**config.mk**
```make
export PLATFORM = sky130hd
export DESIGN_NAME = load_cell_weigh_tare_presence
export DESIGN_NICKNAME = d
export VERILOG_FILES = /design/src/rtl/lcwtp_pkg.sv /design/src/rtl/lcwtp_ctrl.sv /design/src/rtl/lcwtp_dp.sv /design/src/rtl/load_cell_weigh_tare_presence.sv
export SDC_FILE = /design/constraint.sdc
export NUM_CORES = 1
export LEC_CHECK = 0
export BUFFER_PORTS_ARGS = -buffer_cell sky130_fd_sc_hd__buf_2
export CAP_MARGIN = 20
export CORE_ASPECT_RATIO = 1.2
export CORE_MARGIN = 3
export CORE_UTILIZATION = 34
export DETAILED_ROUTE_END_ITERATION = 7
export HOLD_SLACK_MARGIN = 0.05
export SYNTH_ARGS = -nofsm -noshare
export SYNTH_HDL_FRONTEND = slang
export SYNTH_HIERARCHICAL = 1
export SYNTH_SLANG_ARGS = --single-unit
```
**constraint.sdc**
```tcl
create_clock -name clk_i -period 5.2 [get_ports clk_i]
set_input_delay 1.56 -clock clk_i [delete_from_list [all_inputs] [get_ports clk_i]]
set_output_delay 1.56 -clock clk_i [all_outputs]
set_load 0.02 [all_outputs]
```
**src/rtl/lcwtp_pkg.sv**
```systemverilog
// Shared types, widths and constants for the load-cell weigh, tare and presence block.
// Used by the controller, the datapath, the top level and the port checker.
// No dependencies.
`timescale 1ns / 1ps

package lcwtp_pkg;

  // Block dimensions.
  localparam int SENSORS      = 6;
  localparam int TARE_AVERAGE = 5;
  localparam int TARE_DISCARD = 2;
  localparam int TARE_TOTAL   = TARE_DISCARD + TARE_AVERAGE;

  // Field widths fixed by the item formats.
  localparam int RAW_W      = 24;
  localparam int SENSOR_W   = 3;
  localparam int WEIGHT_W   = RAW_W + 1;
  localparam int STATUS_W   = 2;
  localparam int CFG_DATA_W = 16;
  localparam int SCALE_W    = 16;

  // Derived widths.
  localparam int NUM_CFG    = 2 + SENSORS;
  localparam int CFG_IDX_W  = $clog2(NUM_CFG);
  localparam int SENS_IDX_W = (SENSORS > 1) ? $clog2(SENSORS) : 1;
  localparam int TCNT_W     = $clog2(TARE_TOTAL + 1);
  localparam int SUM_W      = RAW_W + $clog2(TARE_AVERAGE);
  localparam int DIV_W      = (SUM_W > WEIGHT_W) ? SUM_W : WEIGHT_W;
  localparam int DCNT_W     = $clog2(DIV_W);
  localparam int CMP_W      = WEIGHT_W + 1;

  // Register indexes on the configuration port.
  localparam logic [CFG_IDX_W-1:0] CFG_THRESHOLD  = CFG_IDX_W'(0);
  localparam logic [CFG_IDX_W-1:0] CFG_HYSTERESIS = CFG_IDX_W'(1);
  localparam logic [CFG_IDX_W-1:0] CFG_SCALE_BASE = CFG_IDX_W'(2);

  // Register reset values.
  localparam logic [CFG_DATA_W-1:0] THRESHOLD_RST  = CFG_DATA_W'(20);
  localparam logic [CFG_DATA_W-1:0] HYSTERESIS_RST = CFG_DATA_W'(5);
  localparam logic [SCALE_W-1:0]    SCALE_RST      = SCALE_W'(1);

  // Operation and status codes.
  typedef enum logic {
    OP_WEIGH = 1'b0,
    OP_TARE  = 1'b1
  } op_e;

  typedef enum logic [STATUS_W-1:0] {
    STAT_OK         = 2'd0,
    STAT_BAD_SENSOR = 2'd1,
    STAT_ZERO_SCALE = 2'd2
  } status_e;

  // Input and result transactions.
  typedef struct packed {
    op_e                 operation;
    logic [SENSOR_W-1:0] sensor;
    logic [RAW_W-1:0]    raw_code;
    logic                end_of_scan;
  } in_item_t;

  typedef struct packed {
    logic signed [WEIGHT_W-1:0] weight;
    logic [SENSORS-1:0]         presence;
    logic                       presence_changed;
    logic                       tare_done;
    status_e                    status;
  } out_item_t;

  // Controller states.
  typedef enum logic [1:0] {
    ST_IDLE,
    ST_CHECK,
    ST_DIVIDE,
    ST_EMIT
  } ctrl_state_e;

  // Controller to datapath commands.
  typedef struct packed {
    logic accept;
    logic div_step;
    logic emit;
  } dp_cmd_t;

  // Datapath to controller status.
  typedef struct packed {
    logic need_div;
    logic div_last;
  } dp_status_t;

endpackage

```
**src/rtl/lcwtp_ctrl.sv**
```systemverilog
// Sequencing controller: input handshake, divider run and output register handshake.
// Depends on lcwtp_pkg; drives the commands of lcwtp_dp.
`timescale 1ns / 1ps

module lcwtp_ctrl (
  input  logic                  clk_i,
  input  logic                  rst_ni,
  input  logic                  in_valid_i,
  output logic                  in_stall_o,
  output logic                  out_valid_o,
  input  logic                  out_stall_i,
  input  lcwtp_pkg::dp_status_t status_i,
  output lcwtp_pkg::dp_cmd_t    cmd_o
);
  import lcwtp_pkg::*;

  ctrl_state_e state_q, state_d;
  logic        out_valid_q, out_valid_d;
  logic        out_free;

  // The output register can take a result when empty or being emptied now.
  assign out_free = !out_valid_q || !out_stall_i;

  // Next state.
  always_comb begin
    state_d = state_q;
    case (state_q)
      ST_IDLE: begin
        if (in_valid_i) begin
          state_d = ST_CHECK;
        end
      end
      ST_CHECK: begin
        state_d = status_i.need_div ? ST_DIVIDE : ST_EMIT;
      end
      ST_DIVIDE: begin
        if (status_i.div_last) begin
          state_d = ST_EMIT;
        end
      end
      ST_EMIT: begin
        if (out_free) begin
          state_d = ST_IDLE;
        end
      end
      default: begin
        state_d = ST_IDLE;
      end
    endcase
  end

  // Commands and handshake outputs.
  always_comb begin
    cmd_o      = '0;
    in_stall_o = 1'b1;
    case (state_q)
      ST_IDLE: begin
        in_stall_o   = 1'b0;
        cmd_o.accept = in_valid_i;
      end
      ST_DIVIDE: begin
        cmd_o.div_step = 1'b1;
      end
      ST_EMIT: begin
        cmd_o.emit = out_free;
      end
      default: begin
        cmd_o = '0;
      end
    endcase
  end

  // The result stays valid until the receiver takes it.
  assign out_valid_d = cmd_o.emit || (out_valid_q && out_stall_i);
  assign out_valid_o = out_valid_q;

  always_ff @(posedge clk_i or negedge rst_ni) begin
    if (!rst_ni) begin
      state_q     <= ST_IDLE;
      out_valid_q <= 1'b0;
    end else begin
      state_q     <= state_d;
      out_valid_q <= out_valid_d;
    end
  end

endmodule

```
**src/rtl/lcwtp_dp.sv**
```systemverilog
// Datapath: configuration registers, tare offsets and accumulator, serial divider,
// hysteresis presence logic and the result register.
// Depends on lcwtp_pkg; sequenced by lcwtp_ctrl.
`timescale 1ns / 1ps

module lcwtp_dp (
  input  logic                                clk_i,
  input  logic                                rst_ni,
  input  logic                                cfg_we_i,
  input  logic [lcwtp_pkg::CFG_IDX_W-1:0]     cfg_idx_i,
  input  logic [lcwtp_pkg::CFG_DATA_W-1:0]    cfg_wdata_i,
  input  lcwtp_pkg::in_item_t                 in_data_i,
  input  lcwtp_pkg::dp_cmd_t                  cmd_i,
  output lcwtp_pkg::dp_status_t               status_o,
  output lcwtp_pkg::out_item_t                out_data_o
);
  import lcwtp_pkg::*;

  localparam logic [SENSOR_W:0]  SENS_LIM      = (SENSOR_W + 1)'(SENSORS);
  localparam logic [CFG_IDX_W:0] CFG_SCALE_END = (CFG_IDX_W + 1)'(NUM_CFG);
  localparam logic [TCNT_W-1:0]  TCNT_DISCARD  = TCNT_W'(TARE_DISCARD);
  localparam logic [TCNT_W-1:0]  TCNT_TOTAL    = TCNT_W'(TARE_TOTAL);
  localparam logic [DCNT_W-1:0]  DCNT_LAST     = DCNT_W'(DIV_W - 1);

  // Configuration and persistent state.
  logic [CFG_DATA_W-1:0]   thr_q, hyst_q;
  logic [SCALE_W-1:0]      scale_q [SENSORS];
  logic [RAW_W-1:0]        offset_q [SENSORS];
  logic [TCNT_W-1:0]       tcnt_q;
  logic signed [SUM_W-1:0] tsum_q;
  logic [SENSOR_W-1:0]     tsensor_q;
  logic [SENSORS-1:0]      presence_q, reported_q;

  // Item in flight.
  in_item_t                item_q;
  logic                    valid_q, zero_q, complete_q;

  // Serial divider.
  logic [DIV_W-1:0]        dq_q;
  logic [SCALE_W-1:0]      rem_q, dvs_q;
  logic                    neg_q;
  logic [DCNT_W-1:0]       dcnt_q;

  // Result register.
  out_item_t               out_q;

  // ---------------------------------------------------------------------------
  // Decode of the incoming transaction.
  logic [CFG_IDX_W-1:0]    cfg_off;
  logic [SENS_IDX_W-1:0]   in_idx;
  logic                    in_valid_sensor;
  logic signed [RAW_W-1:0] code_s, off_s;
  logic signed [WEIGHT_W-1:0] diff;
  logic [WEIGHT_W-1:0]     diff_mag;
  logic [SCALE_W-1:0]      scale_sel;
  logic                    restart;
  logic [TCNT_W-1:0]       tcnt_base, tcnt_new;
  logic signed [SUM_W-1:0] tsum_base, tsum_new;
  logic [SUM_W-1:0]        tsum_mag;
  logic                    in_complete;

  assign cfg_off         = cfg_idx_i - CFG_SCALE_BASE;
  assign in_idx          = in_data_i.sensor[SENS_IDX_W-1:0];
  assign in_valid_sensor = {1'b0, in_data_i.sensor} < SENS_LIM;
  assign code_s          = in_data_i.raw_code;
  assign off_s           = offset_q[in_idx];
  assign scale_sel       = scale_q[in_idx];

  // Weigh path: offset-corrected code and its magnitude.
  assign diff     = WEIGHT_W'(code_s) - WEIGHT_W'(off_s);
  assign diff_mag = diff[WEIGHT_W-1] ? (~diff + 1'b1) : diff;

  // Tare path: restart on a new sensor, skip the first samples, then accumulate.
  assign restart   = (tcnt_q == '0) || (tsensor_q != in_data_i.sensor);
  assign tcnt_base = restart ? '0 : tcnt_q;
  assign tsum_base = restart ? '0 : tsum_q;
  assign tsum_new  = (tcnt_base >= TCNT_DISCARD) ? (tsum_base + SUM_W'(code_s)) : tsum_base;
  assign tcnt_new  = tcnt_base + 1'b1;
  assign in_complete = tcnt_new >= TCNT_TOTAL;
  assign tsum_mag  = tsum_new[SUM_W-1] ? (~tsum_new + 1'b1) : tsum_new;

  // ---------------------------------------------------------------------------
  // Divider step: shift in one dividend bit, subtract when it fits.
  logic [SCALE_W:0] rem_sh, rem_sub;
  logic             fits;

  assign rem_sh  = {rem_q, dq_q[DIV_W-1]};
  assign fits    = rem_sh >= {1'b0, dvs_q};
  assign rem_sub = rem_sh - {1'b0, dvs_q};

  assign status_o.need_div = valid_q && ((item_q.operation == OP_TARE) ? complete_q : !zero_q);
  assign status_o.div_last = dcnt_q == DCNT_LAST;

  // ---------------------------------------------------------------------------
  // Result of the item and the presence update.
  logic [SENS_IDX_W-1:0]      idx_q;
  logic [WEIGHT_W-1:0]        q_mag, q_signed;
  logic signed [WEIGHT_W-1:0] weight_c;
  logic                       weigh_ok, tare_ok;
  logic [CFG_DATA_W:0]        hi_u;
  logic signed [CFG_DATA_W+1:0] lo_s;
  logic signed [CMP_W-1:0]    w_cmp, hi_cmp, lo_cmp;
  logic [SENSORS-1:0]         pres_next;
  logic                       changed;
  status_e                    stat_c;

  assign idx_q    = item_q.sensor[SENS_IDX_W-1:0];
  assign q_mag    = dq_q[WEIGHT_W-1:0];
  assign q_signed = neg_q ? (~q_mag + 1'b1) : q_mag;
  assign weigh_ok = (item_q.operation == OP_WEIGH) && valid_q && !zero_q;
  assign tare_ok  = (item_q.operation == OP_TARE) && valid_q && complete_q;
  assign weight_c = weigh_ok ? q_signed : '0;

  // Hysteresis band, compared at full precision.
  assign hi_u   = {1'b0, thr_q} + {1'b0, hyst_q};
  assign lo_s   = {2'b00, thr_q} - {2'b00, hyst_q};
  assign w_cmp  = CMP_W'(weight_c);
  assign hi_cmp = CMP_W'(hi_u);
  assign lo_cmp = CMP_W'(lo_s);

  always_comb begin
    pres_next = presence_q;
    if (weigh_ok) begin
      if (w_cmp > hi_cmp) begin
        pres_next[idx_q] = 1'b1;
      end else if (w_cmp < lo_cmp) begin
        pres_next[idx_q] = 1'b0;
      end
    end
  end

  assign changed = (item_q.operation == OP_WEIGH) && item_q.end_of_scan &&
                   (pres_next != reported_q);

  always_comb begin
    if (!valid_q) begin
      stat_c = STAT_BAD_SENSOR;
    end else if ((item_q.operation == OP_WEIGH) && zero_q) begin
      stat_c = STAT_ZERO_SCALE;
    end else begin
      stat_c = STAT_OK;
    end
  end

  // ---------------------------------------------------------------------------
  // Configuration registers, tare offsets and persistent state.
  always_ff @(posedge clk_i or negedge rst_ni) begin
    if (!rst_ni) begin
      thr_q      <= THRESHOLD_RST;
      hyst_q     <= HYSTERESIS_RST;
      for (int i = 0; i < SENSORS; i++) begin
        scale_q[i]  <= SCALE_RST;
        offset_q[i] <= '0;
      end
      tcnt_q     <= '0;
      tsum_q     <= '0;
      tsensor_q  <= '0;
      presence_q <= '0;
      reported_q <= '0;
    end else begin
      if (cfg_we_i) begin
        if (cfg_idx_i == CFG_THRESHOLD) begin
          thr_q <= cfg_wdata_i;
        end else if (cfg_idx_i == CFG_HYSTERESIS) begin
          hyst_q <= cfg_wdata_i;
        end else if ((cfg_idx_i >= CFG_SCALE_BASE) && ({1'b0, cfg_idx_i} < CFG_SCALE_END)) begin
          scale_q[cfg_off[SENS_IDX_W-1:0]] <= cfg_wdata_i;
        end
      end
      // Tare sequence advances as the tare transaction is taken.
      if (cmd_i.accept && (in_data_i.operation == OP_TARE) && in_valid_sensor) begin
        tsensor_q <= in_data_i.sensor;
        tcnt_q    <= in_complete ? '0 : tcnt_new;
        tsum_q    <= in_complete ? '0 : tsum_new;
      end
      // Presence, reported bitmap and new offset commit with the result.
      if (cmd_i.emit) begin
        presence_q <= pres_next;
        if (changed) begin
          reported_q <= pres_next;
        end
        if (tare_ok) begin
          offset_q[idx_q] <= q_signed[RAW_W-1:0];
        end
      end
    end
  end

  // ---------------------------------------------------------------------------
  // Item capture, divider and result register.
  always_ff @(posedge clk_i) begin
    if (cmd_i.accept) begin
      item_q     <= in_data_i;
      valid_q    <= in_valid_sensor;
      zero_q     <= scale_sel == '0;
      complete_q <= in_complete;
      rem_q      <= '0;
      dcnt_q     <= '0;
      if (in_data_i.operation == OP_TARE) begin
        dq_q  <= DIV_W'(tsum_mag);
        dvs_q <= SCALE_W'(TARE_AVERAGE);
        neg_q <= tsum_new[SUM_W-1];
      end else begin
        dq_q  <= DIV_W'(diff_mag);
        dvs_q <= scale_sel;
        neg_q <= diff[WEIGHT_W-1];
      end
    end else if (cmd_i.div_step) begin
      rem_q  <= fits ? rem_sub[SCALE_W-1:0] : rem_sh[SCALE_W-1:0];
      dq_q   <= {dq_q[DIV_W-2:0], fits};
      dcnt_q <= dcnt_q + 1'b1;
    end
    if (cmd_i.emit) begin
      out_q.weight           <= weight_c;
      out_q.presence         <= pres_next;
      out_q.presence_changed <= changed;
      out_q.tare_done        <= tare_ok;
      out_q.status           <= stat_c;
    end
  end

  assign out_data_o = out_q;

endmodule

```
**src/rtl/load_cell_weigh_tare_presence.sv**
```systemverilog
// Top level of the load-cell weigh, tare and presence block.
// Depends on lcwtp_pkg; instantiates lcwtp_ctrl and lcwtp_dp.
`timescale 1ns / 1ps

// Usage:
// Input transactions (operation, sensor, raw_code, end_of_scan) are taken when
// in_valid_i is high and in_stall_o is low. Each produces exactly one result
// transaction (weight, presence, presence_changed, tare_done, status), offered
// on out_valid_o and taken when out_stall_i is low.
// The block works on one transaction at a time. A weigh transaction with a valid
// sensor and nonzero scale, and a tare transaction that completes an average, run
// the shared restoring divider, one quotient bit per cycle over DIV_W (27) bits;
// the next transaction can be taken once the result has entered the output
// register. All other transactions need no division and go from the check state
// straight to the emit state.
// A finished result sits in the output register. If the receiver stalls, the
// block still takes and works on one more transaction, then holds that result
// with in_stall_o high until the output register is freed.
// Configuration registers are written through cfg_we_i, cfg_idx_i and
// cfg_wdata_i while the block is idle. Reset returns the registers to their
// defaults, clears all tare offsets, the tare sequence and the presence bitmaps,
// and leaves no result pending; the block takes input right after reset.

module load_cell_weigh_tare_presence (
  input  logic                             clk_i,
  input  logic                             rst_ni,
  input  logic                             cfg_we_i,
  input  logic [lcwtp_pkg::CFG_IDX_W-1:0]  cfg_idx_i,
  input  logic [lcwtp_pkg::CFG_DATA_W-1:0] cfg_wdata_i,
  input  logic                             in_valid_i,
  output logic                             in_stall_o,
  input  lcwtp_pkg::in_item_t              in_data_i,
  output logic                             out_valid_o,
  input  logic                             out_stall_i,
  output lcwtp_pkg::out_item_t             out_data_o
);
  import lcwtp_pkg::*;

  dp_cmd_t    cmd;
  dp_status_t dp_status;

  // Sequencing of the handshakes and the divider.
  lcwtp_ctrl u_ctrl (
    .clk_i       (clk_i),
    .rst_ni      (rst_ni),
    .in_valid_i  (in_valid_i),
    .in_stall_o  (in_stall_o),
    .out_valid_o (out_valid_o),
    .out_stall_i (out_stall_i),
    .status_i    (dp_status),
    .cmd_o       (cmd)
  );

  // Arithmetic, state and result register.
  lcwtp_dp u_dp (
    .clk_i       (clk_i),
    .rst_ni      (rst_ni),
    .cfg_we_i    (cfg_we_i),
    .cfg_idx_i   (cfg_idx_i),
    .cfg_wdata_i (cfg_wdata_i),
    .in_data_i   (in_data_i),
    .cmd_i       (cmd),
    .status_o    (dp_status),
    .out_data_o  (out_data_o)
  );

endmodule

```
==> results of run 1 <==
-- worst min-delay path, cell delays in order, from the launching register on --
cell     delay (ps)
dfrtp_1         340
nand2_1          40
o21ai_0          60
-- metrics by stage --
stage | total power [uW] | cells | TNS, ps | cell area (sq um)
5_1_grt | 17800 | 4181 | -1430 | 34300
3_3_place_gp | 12400 | 4041 | -17210 | 30900
2_1_floorplan | 9700 | 2656 | -13190 | 26500
3_5_place_dp | 12500 | 4043 | -18660 | 31000
6_report | 16600 | 4183 | -209 | 34300
4_1_cts | 16300 | 4146 | -60.1 | 33000
-- what timing repair did --
| item | 4_1_cts | 5_1_grt |
|---|---|---|
| pin swaps | 34 | 114 |
| buffers inserted | 15 | 34 |
| endpoints found under the setup margin | 30 | 41 |
| resized for setup | 64 | 190 |
| cloned | 1 | 2 |
-- layer usage --
layer | vias up | GRT usage (%) | part of all wire (%)
li1 | 10630 | - | -
met1 | 10962 | 25.6 | 43
met2 | 564 | 33.3 | 48
met3 | 155 | 2.69 | 4.8
met4 | 6 | 7.60 | 4.3
met5 | - | 0 | 0.057
-- path summary, 6_finish.rpt --
kind | from | end | slack [ps] | cells after the start
worst max-delay path | in_data_i[26] | u_dp/dq_q[24] | -70 | 19
worst min-delay path | u_dp/tsum_q[24] | u_dp/tsum_q[24] | 470 | 2
worst max register to register | u_dp/hyst_q[2] | u_dp/out_data_o[3] | -30 | 26
worst min register to register | u_dp/tsum_q[24] | u_dp/tsum_q[24] | 470 | 2
max in group asynchronous | rst_ni | u_dp/scale_q[48] | 3240 | 2
min in group asynchronous | rst_ni | u_dp/reported_q[2] | 990 | 1
-- power groups by stage --
stage / clock (uW) / sequential (uW) / combinational [uW]
6_report: 3500 / 5350 / 7770
5_1_grt: 3720 / 5480 / 8550
4_1_cts: 3590 / 5340 / 7380
3_5_place_dp: 0 / 5370 / 7110
3_3_place_gp: 0 / 5360 / 7030
2_1_floorplan: 0 / 5280 / 4410
-- final cells by class --
cell class	instances	area share, %
Tap cell	1008	3.67
Antenna cell	2	0.0146
Multi-Input combinational cell	1988	45.5
Clock buffer	64	4.01
Clock inverter	23	0.733
Sequential cell	428	32.2
Inverter	106	1.17
Timing Repair Buffer	564	12.7
-- cell families (layout without fill, tap and decap cells) --
group | count (synthesis) | after routing | share of synthesized area (%)
AO/OA/AOI/OAI | 675 | 676 | 16.7
XOR/XNOR | 138 | 138 | 4.65
adder cells (fa/ha/maj) | 156 | 156 | 7.61
buffers and inverters | 241 | 757 | 3.53
flip-flops | 428 | 428 | 42.3
multiplexers | 210 | 210 | 10.7
other | 0 | 2 | 0
AND/OR/NAND/NOR | 808 | 808 | 14.5
-- synth_stat cells, drive strengths merged (10+ instances only) --
| cell | instances |
|---|---|
| a211oi | 14 |
| a21boi | 10 |
| a21o | 30 |
| a21oi | 172 |
| a22o | 11 |
| a22oi | 50 |
| a311oi | 17 |
| a31oi | 18 |
| and2 | 37 |
| and3 | 15 |
| buf | 21 |
| clkbuf | 114 |
| dfrtp | 310 |
| dfstp | 10 |
| dfxtp | 21 |
| edfxtp | 87 |
| ha | 151 |
| inv | 106 |
| mux2 | 161 |
| mux4 | 40 |
| nand2 | 273 |
| nand2b | 27 |
| nand3 | 41 |
| nand4 | 27 |
| nor2 | 243 |
| nor2b | 12 |
| nor3 | 42 |
| nor3b | 12 |
| nor4 | 20 |
| o211ai | 18 |
| o21a | 15 |
| o21ai | 194 |
| o221ai | 17 |
| o31ai | 27 |
| or3 | 19 |
| xnor2 | 81 |
| xor2 | 57 |
-- registers in the layout, summed over array words and instances (netlist names), 6 cells and up --
| register | cells |
|---|---|
| u_dp/offset_q | 144 |
| u_dp/scale_q | 96 |
| u_dp/out_data_o | 35 |
| u_dp/dq_q | 27 |
| u_dp/tsum_q | 27 |
| u_dp/dvs_q | 16 |
| u_dp/hyst_q | 16 |
| u_dp/rem_q | 16 |
| u_dp/thr_q | 16 |
| u_dp/presence_q | 6 |
| u_dp/reported_q | 6 |
-- cell usage in the layout (no fill, tap or decap), types with 27 or more instances in the layout --
cell       instances
buf_4            437
dfrtp_1          310
nand2_1          267
nor2_1           226
mux2_2           160
o21ai_0          159
a21oi_1          150
ha_1             131
inv_1            101
edfxtp_1          87
buf_2             85
xnor2_1           67
clkbuf_16         54
xor2_1            52
mux4_2            40
nand3_1           38
a22oi_1           37
and2_1            30
a21o_1            29
nand4_1           27
nor3_1            27
==> results.sh, run 1 <==
export IMPL_status="finished, violations left"
export IMPL_violations="negative setup slack"
export IMPL_syn_avg_cell_area_sq_um=9.85
export IMPL_die_area_sq_um=80300
export IMPL_grt_first_pass_wirelength_mm=125
export IMPL_swShare_pct=38.6
export IMPL_ctsHtreeMaxLevel=2
export IMPL_final_util_pct=45.4
export IMPL_die_w_um=259
export IMPL_crit_top_cell="buf_6"
export IMPL_worstMarginPinSlew_ps=1030
export IMPL_drive_gt1_share_pct=34.4
export IMPL_grt_start_max_net_pins=97
export IMPL_synthCells=2656
export IMPL_core_sq_um=75600
export IMPL_fillerInstances=7092
export IMPL_gp_congestion=0.931
export IMPL_slowest_delay_ps=400
export IMPL_clk_latency_ps=610
export IMPL_seqPwrFrac_pct=32.2
export IMPL_ys_warn_count=6
export IMPL_initialDrtViolationCount=1365
export IMPL_timing_final_crit_share_pct=101
export IMPL_fin_skew_ps=34.0
export IMPL_synthTopCellsByArea="dfrtp_1, edfxtp_1, ha_1"
export IMPL_path_buf_inv=3
export IMPL_cts_root_buf="clkbuf_16"
export IMPL_p_per_area_nw_per_um2=485
export IMPL_syn_to_final_growth_pct=31.2
export IMPL_grt_overflow=0
export IMPL_fmax_mhz=190
export IMPL_ys_seq_area_share_pct=42.3
export IMPL_io_pins=90
export IMPL_internal_power_uw=10200
export IMPL_seq_area_sq_um=11100
export IMPL_crit_required_ps=5550
export IMPL_drv_slew=0
export IMPL_setup_violations=5
export IMPL_end_kind="flip-flop"
export IMPL_irDropWorstVdd_v=0.000378
export IMPL_drv_cap=0
export IMPL_vias_per_cell=5.34
export IMPL_pwr_share_clk_pct=21.1
export IMPL_grt_usage_pct=19.7
export IMPL_route_detailed_drc=0
export IMPL_synth_nets=2865
export IMPL_yosys_area_top_type="dfrtp_1"
export IMPL_wirelength_mm=81.3
export IMPL_hold_buffers=0
export IMPL_rsz0062_at_grt="yes"
export IMPL_clkTransAtPathRegs_ps=70
export IMPL_layout_nets=3344
export IMPL_p_leak_uw=0.0149
export IMPL_initial_core_util_pct=34.6
export IMPL_post_dp_hpwl_mm=59.7
export IMPL_grt_pass1_vias=22022
export IMPL_power_frac_comb_pct=46.7
export IMPL_hold_class="reg -> reg"
export IMPL_crit_arrival_ps=5610
export IMPL_multiInputGateArea_sq_um=15600
export IMPL_critical_path_top_delay_family="compound AO/OA/AOI/OAI gates"
export IMPL_path_class="in -> reg"
export IMPL_finalHoldViolCount=0
export IMPL_grt_antenna_before_repair=5
export IMPL_synth_ff_type="dfrtp_1"
export IMPL_cts_tree="yes"
export IMPL_cts_buffer_depth=3
export IMPL_port_buffers=89
export IMPL_wire_per_inst_um=19.4
export IMPL_synth_edf_count=87
export IMPL_finalWorstSetupSlack_ps=-65.1
export IMPL_rows=110
export IMPL_synthArstFlopShare_pct=74.8
export IMPL_pre_cts_slack_ps=-762
export IMPL_netlist_cell_type_count=91
export IMPL_cp_start_kind="primary input"
export IMPL_path_cells="buf_6 -> xnor2_4 -> o2111a_2 -> and2_4 -> ha_4 -> fa_2 -> a21o_4 -> a221oi_4 -> buf_6 -> nor3_4 -> buf_4 -> or2_4 -> xor2_2 -> a211o_1 -> nand4b_1 -> or3_4 -> o41ai_4 -> xnor2_1 -> o211ai_1"
export IMPL_p_switching_uw=6410
export IMPL_syn_area_sq_um=26200
export IMPL_ys_ff_latch=428
export IMPL_dr_pass1_iters=5
export IMPL_ant_nets=0
export IMPL_via_count=22317
export IMPL_relSlewSlack_pct=30.8
export IMPL_period_minus_slack_ps=5270
export IMPL_path_max_fanout=6
export IMPL_cpMaxStageDelayCell="or3_4"
export IMPL_synth_top_area_share_pct=29.7
export IMPL_numCtsBuffers=47
export IMPL_hold_slack_ps=475
export IMPL_fp_dieH_um=310
export IMPL_cts_sinks=428
Power figures use the tool's default switching activity.
==> run 2, diff against run 1 <==
--- a/config.mk
+++ b/config.mk
@@ -7,11 +7,15 @@
 export LEC_CHECK = 0
 export BUFFER_PORTS_ARGS = -buffer_cell sky130_fd_sc_hd__buf_2
 export CAP_MARGIN = 20
+export CELL_PAD_IN_SITES_DETAIL_PLACEMENT = 0
+export CELL_PAD_IN_SITES_GLOBAL_PLACEMENT = 2
 export CORE_ASPECT_RATIO = 1.2
 export CORE_MARGIN = 3
 export CORE_UTILIZATION = 34
 export DETAILED_ROUTE_END_ITERATION = 7
+export GPL_TIMING_DRIVEN = 1
 export HOLD_SLACK_MARGIN = 0.05
+export PLACE_DENSITY_LB_ADDON = 0.1
 export SYNTH_ARGS = -nofsm -noshare
 export SYNTH_HDL_FRONTEND = slang
 export SYNTH_HIERARCHICAL = 1
==> run 2 against run 1 <==
  * Power rose by 1.8%
  * Routed wire length rose by 9.8%
  * Final cell count rose by 0.67%
  * Design area rose by 0.24%
  * First-iteration DRC count fell by 11%
  * Hold slack got worse by 6.1 ps
  * Clock power barely moved
  * Sequential share of layout area fell by 0.078 points
  * Fmax rose by 0.56%
  * The run still ends with negative setup slack left
  * Non-clock buffer count rose by 24
  * Largest cell class unchanged
  * Critical path depth rose by 9
  * Count of clock-buffer cells in the layout rose by 13
==> results.sh, run 2 (synthesis results as in run 1) <==
export IMPL_finalWorstSetupSlack_ps=-36.0
export IMPL_grt_usage_pct=22.0
export IMPL_timing_final_crit_share_pct=101
export IMPL_cts_tree="yes"
export IMPL_initialDrtViolationCount=1214
export IMPL_syn_to_final_growth_pct=31.5
export IMPL_largest_reg_flops=144
export IMPL_rsz0062_at_grt="yes"
export IMPL_cpMaxStageDelayCell="o41a_1"
export IMPL_drive_gt1_share_pct=34.1
export IMPL_dr_pass1_iters=5
export IMPL_wl_met3_mm=2.59
export IMPL_path_max_fanout=2
export IMPL_mostFrequentLayoutCells="buf_4, dfrtp_1, nand2_1"
export IMPL_top_layer="met5"
export IMPL_p_switching_uw=6530
export IMPL_clk_latency_ps=610
export IMPL_post_dp_hpwl_mm=66.8
export IMPL_worstMarginPinSlew_ps=1100
export IMPL_wire_per_inst_um=21.2
export IMPL_grt_start_max_net_pins=96
export IMPL_finalHoldViolCount=0
export IMPL_irDropWorstVdd_v=0.000306
export IMPL_p_per_area_nw_per_um2=492
export IMPL_largest_register="u_dp/offset_q"
export IMPL_die_w_um=259
export IMPL_gp_congestion=0.860
export IMPL_hold_class="reg -> reg"
export IMPL_wirelength_mm=89.3
export IMPL_crit_arrival_ps=5580
export IMPL_drv_slew=0
export IMPL_ant_nets=0
export IMPL_ctsHtreeMaxLevel=2
export IMPL_crit_required_ps=5540
export IMPL_numCtsBuffers=49
export IMPL_die_area_sq_um=80300
export IMPL_io_pins=90
export IMPL_p_leak_uw=0.0150
export IMPL_grt_overflow=0
export IMPL_wl_met2_mm=45.3
export IMPL_slowest_delay_ps=400
export IMPL_seqPwrFrac_pct=31.5
export IMPL_final_common_cell="buf_4"
export IMPL_fmax_mhz=191
export IMPL_violations="negative setup slack"
export IMPL_internal_power_uw=10400
export IMPL_fin_skew_ps=30.6
export IMPL_swShare_pct=38.6
export IMPL_status="finished, violations left"
export IMPL_layout_cells_non_filler=4211
export IMPL_via_count=22211
export IMPL_pwr_share_clk_pct=20.7
export IMPL_vias_per_cell=5.27
export IMPL_path_class="reg -> reg"
export IMPL_final_util_pct=45.5
export IMPL_wl_met1_mm=38.5
export IMPL_grt_first_pass_wirelength_mm=137
export IMPL_end_kind="flip-flop"
export IMPL_cts_sinks=428
export IMPL_clkTransAtPathRegs_ps=60
export IMPL_cts_root_buf="clkbuf_16"
export IMPL_power_frac_comb_pct=47.8
export IMPL_rows=110
export IMPL_period_minus_slack_ps=5240
export IMPL_initial_core_util_pct=34.6
export IMPL_fillerInstances=7229
export IMPL_grt_pass1_vias=22941
export IMPL_port_buffers=89
export IMPL_relSlewSlack_pct=26.6
export IMPL_drv_cap=0
export IMPL_cp_start_kind="flip-flop"
export IMPL_setup_violations=2
export IMPL_fp_dieH_um=310
export IMPL_layout_nets=3370
export IMPL_cts_buffer_depth=3
export IMPL_dpl_cell_count=4052
export IMPL_hold_buffers=0
export IMPL_grt_antenna_before_repair=4
export IMPL_crit_top_cell="a21oi_2"
export IMPL_core_sq_um=75600
export IMPL_route_detailed_drc=0
[run 2: cell types whose count changed in the layout (fill, tap and decap cells not counted), sizes merged, moves of 2 or more]
cell	before	now
clkinvlp	4	1
inv	110	108
clkinv	13	8
clkbuf	66	77
diode	2	4
buf	562	588
[run 2: power by group through the flow]
stage	clock (uW)	combinational [uW]	sequential, uW
floorplan	0	4410	5280
global placement	0	7370	5320
detailed placement	0	7460	5360
CTS	3620	7770	5330
global route	3760	8950	5460
finish	3500	8100	5320
[run 2: timing repair]
action	CTS	global route
gates resized for setup	93	136
pin swaps	78	103
buffers inserted	29	38
endpoints found under the setup margin	32	44
gates cloned	1	0
[run 2: metal layers]
metal | GRT usage [%] | up-vias
met5 | 0 | -
met4 | 6.35 | 2
met3 | 2.54 | 107
met2 | 40.1 | 330
met1 | 27.5 | 11068
li1 | - | 10704
[run 2: final cells by class]
class / count / area [sq um] / area share [%]
Multi-Input combinational cell: 1988 / 15600 / 45.3
Inverter: 106 / 402 / 1.17
Clock buffer: 77 / 1500 / 4.35
Antenna cell: 4 / 10.0 / 0.0291
Tap cell: 1008 / 1260 / 3.67
Timing Repair Buffer: 588 / 4480 / 13.0
Sequential cell: 428 / 11100 / 32.1
Clock inverter: 12 / 131 / 0.382
[run 2: worst max-delay path: cells and delay by family (launching register included)]
family,cells,cell delay [ps]
compound gates,16,2680
simple gates,4,520
fa+ha+maj,3,770
xor+xnor,2,260
buf+inv,3,340
flops,1,390
[run 2: worst paths after layout]
path	startpoint	end	slack, ps	cells after the start
worst max-delay path	u_dp/thr_q[0]	u_dp/out_data_o[3]	-40	28
worst min-delay path	u_dp/rem_q[15]	u_dp/rem_q[15]	470	2
worst max register to register	u_dp/thr_q[0]	u_dp/out_data_o[3]	-40	28
worst min register to register	u_dp/rem_q[15]	u_dp/rem_q[15]	470	2
max in group asynchronous	rst_ni	u_dp/offset_q[44]	3190	2
min in group asynchronous	rst_ni	u_dp/scale_q[86]	930	1
[run 2: per-stage QoR]
stage	total power (uW)	area, sq um	setup TNS, ps	hold slack [ps]	worst slack, ps
final	16900	34400	-53.3	468	-36.0
after global routing	18200	34400	-690	497	-319
after floorplan	9700	26500	-13190	426	-914
after detailed placement	12800	31100	-21620	454	-832
after CTS	16700	33300	-53.9	467	-53.9
after global placement	12700	31100	-19980	449	-842
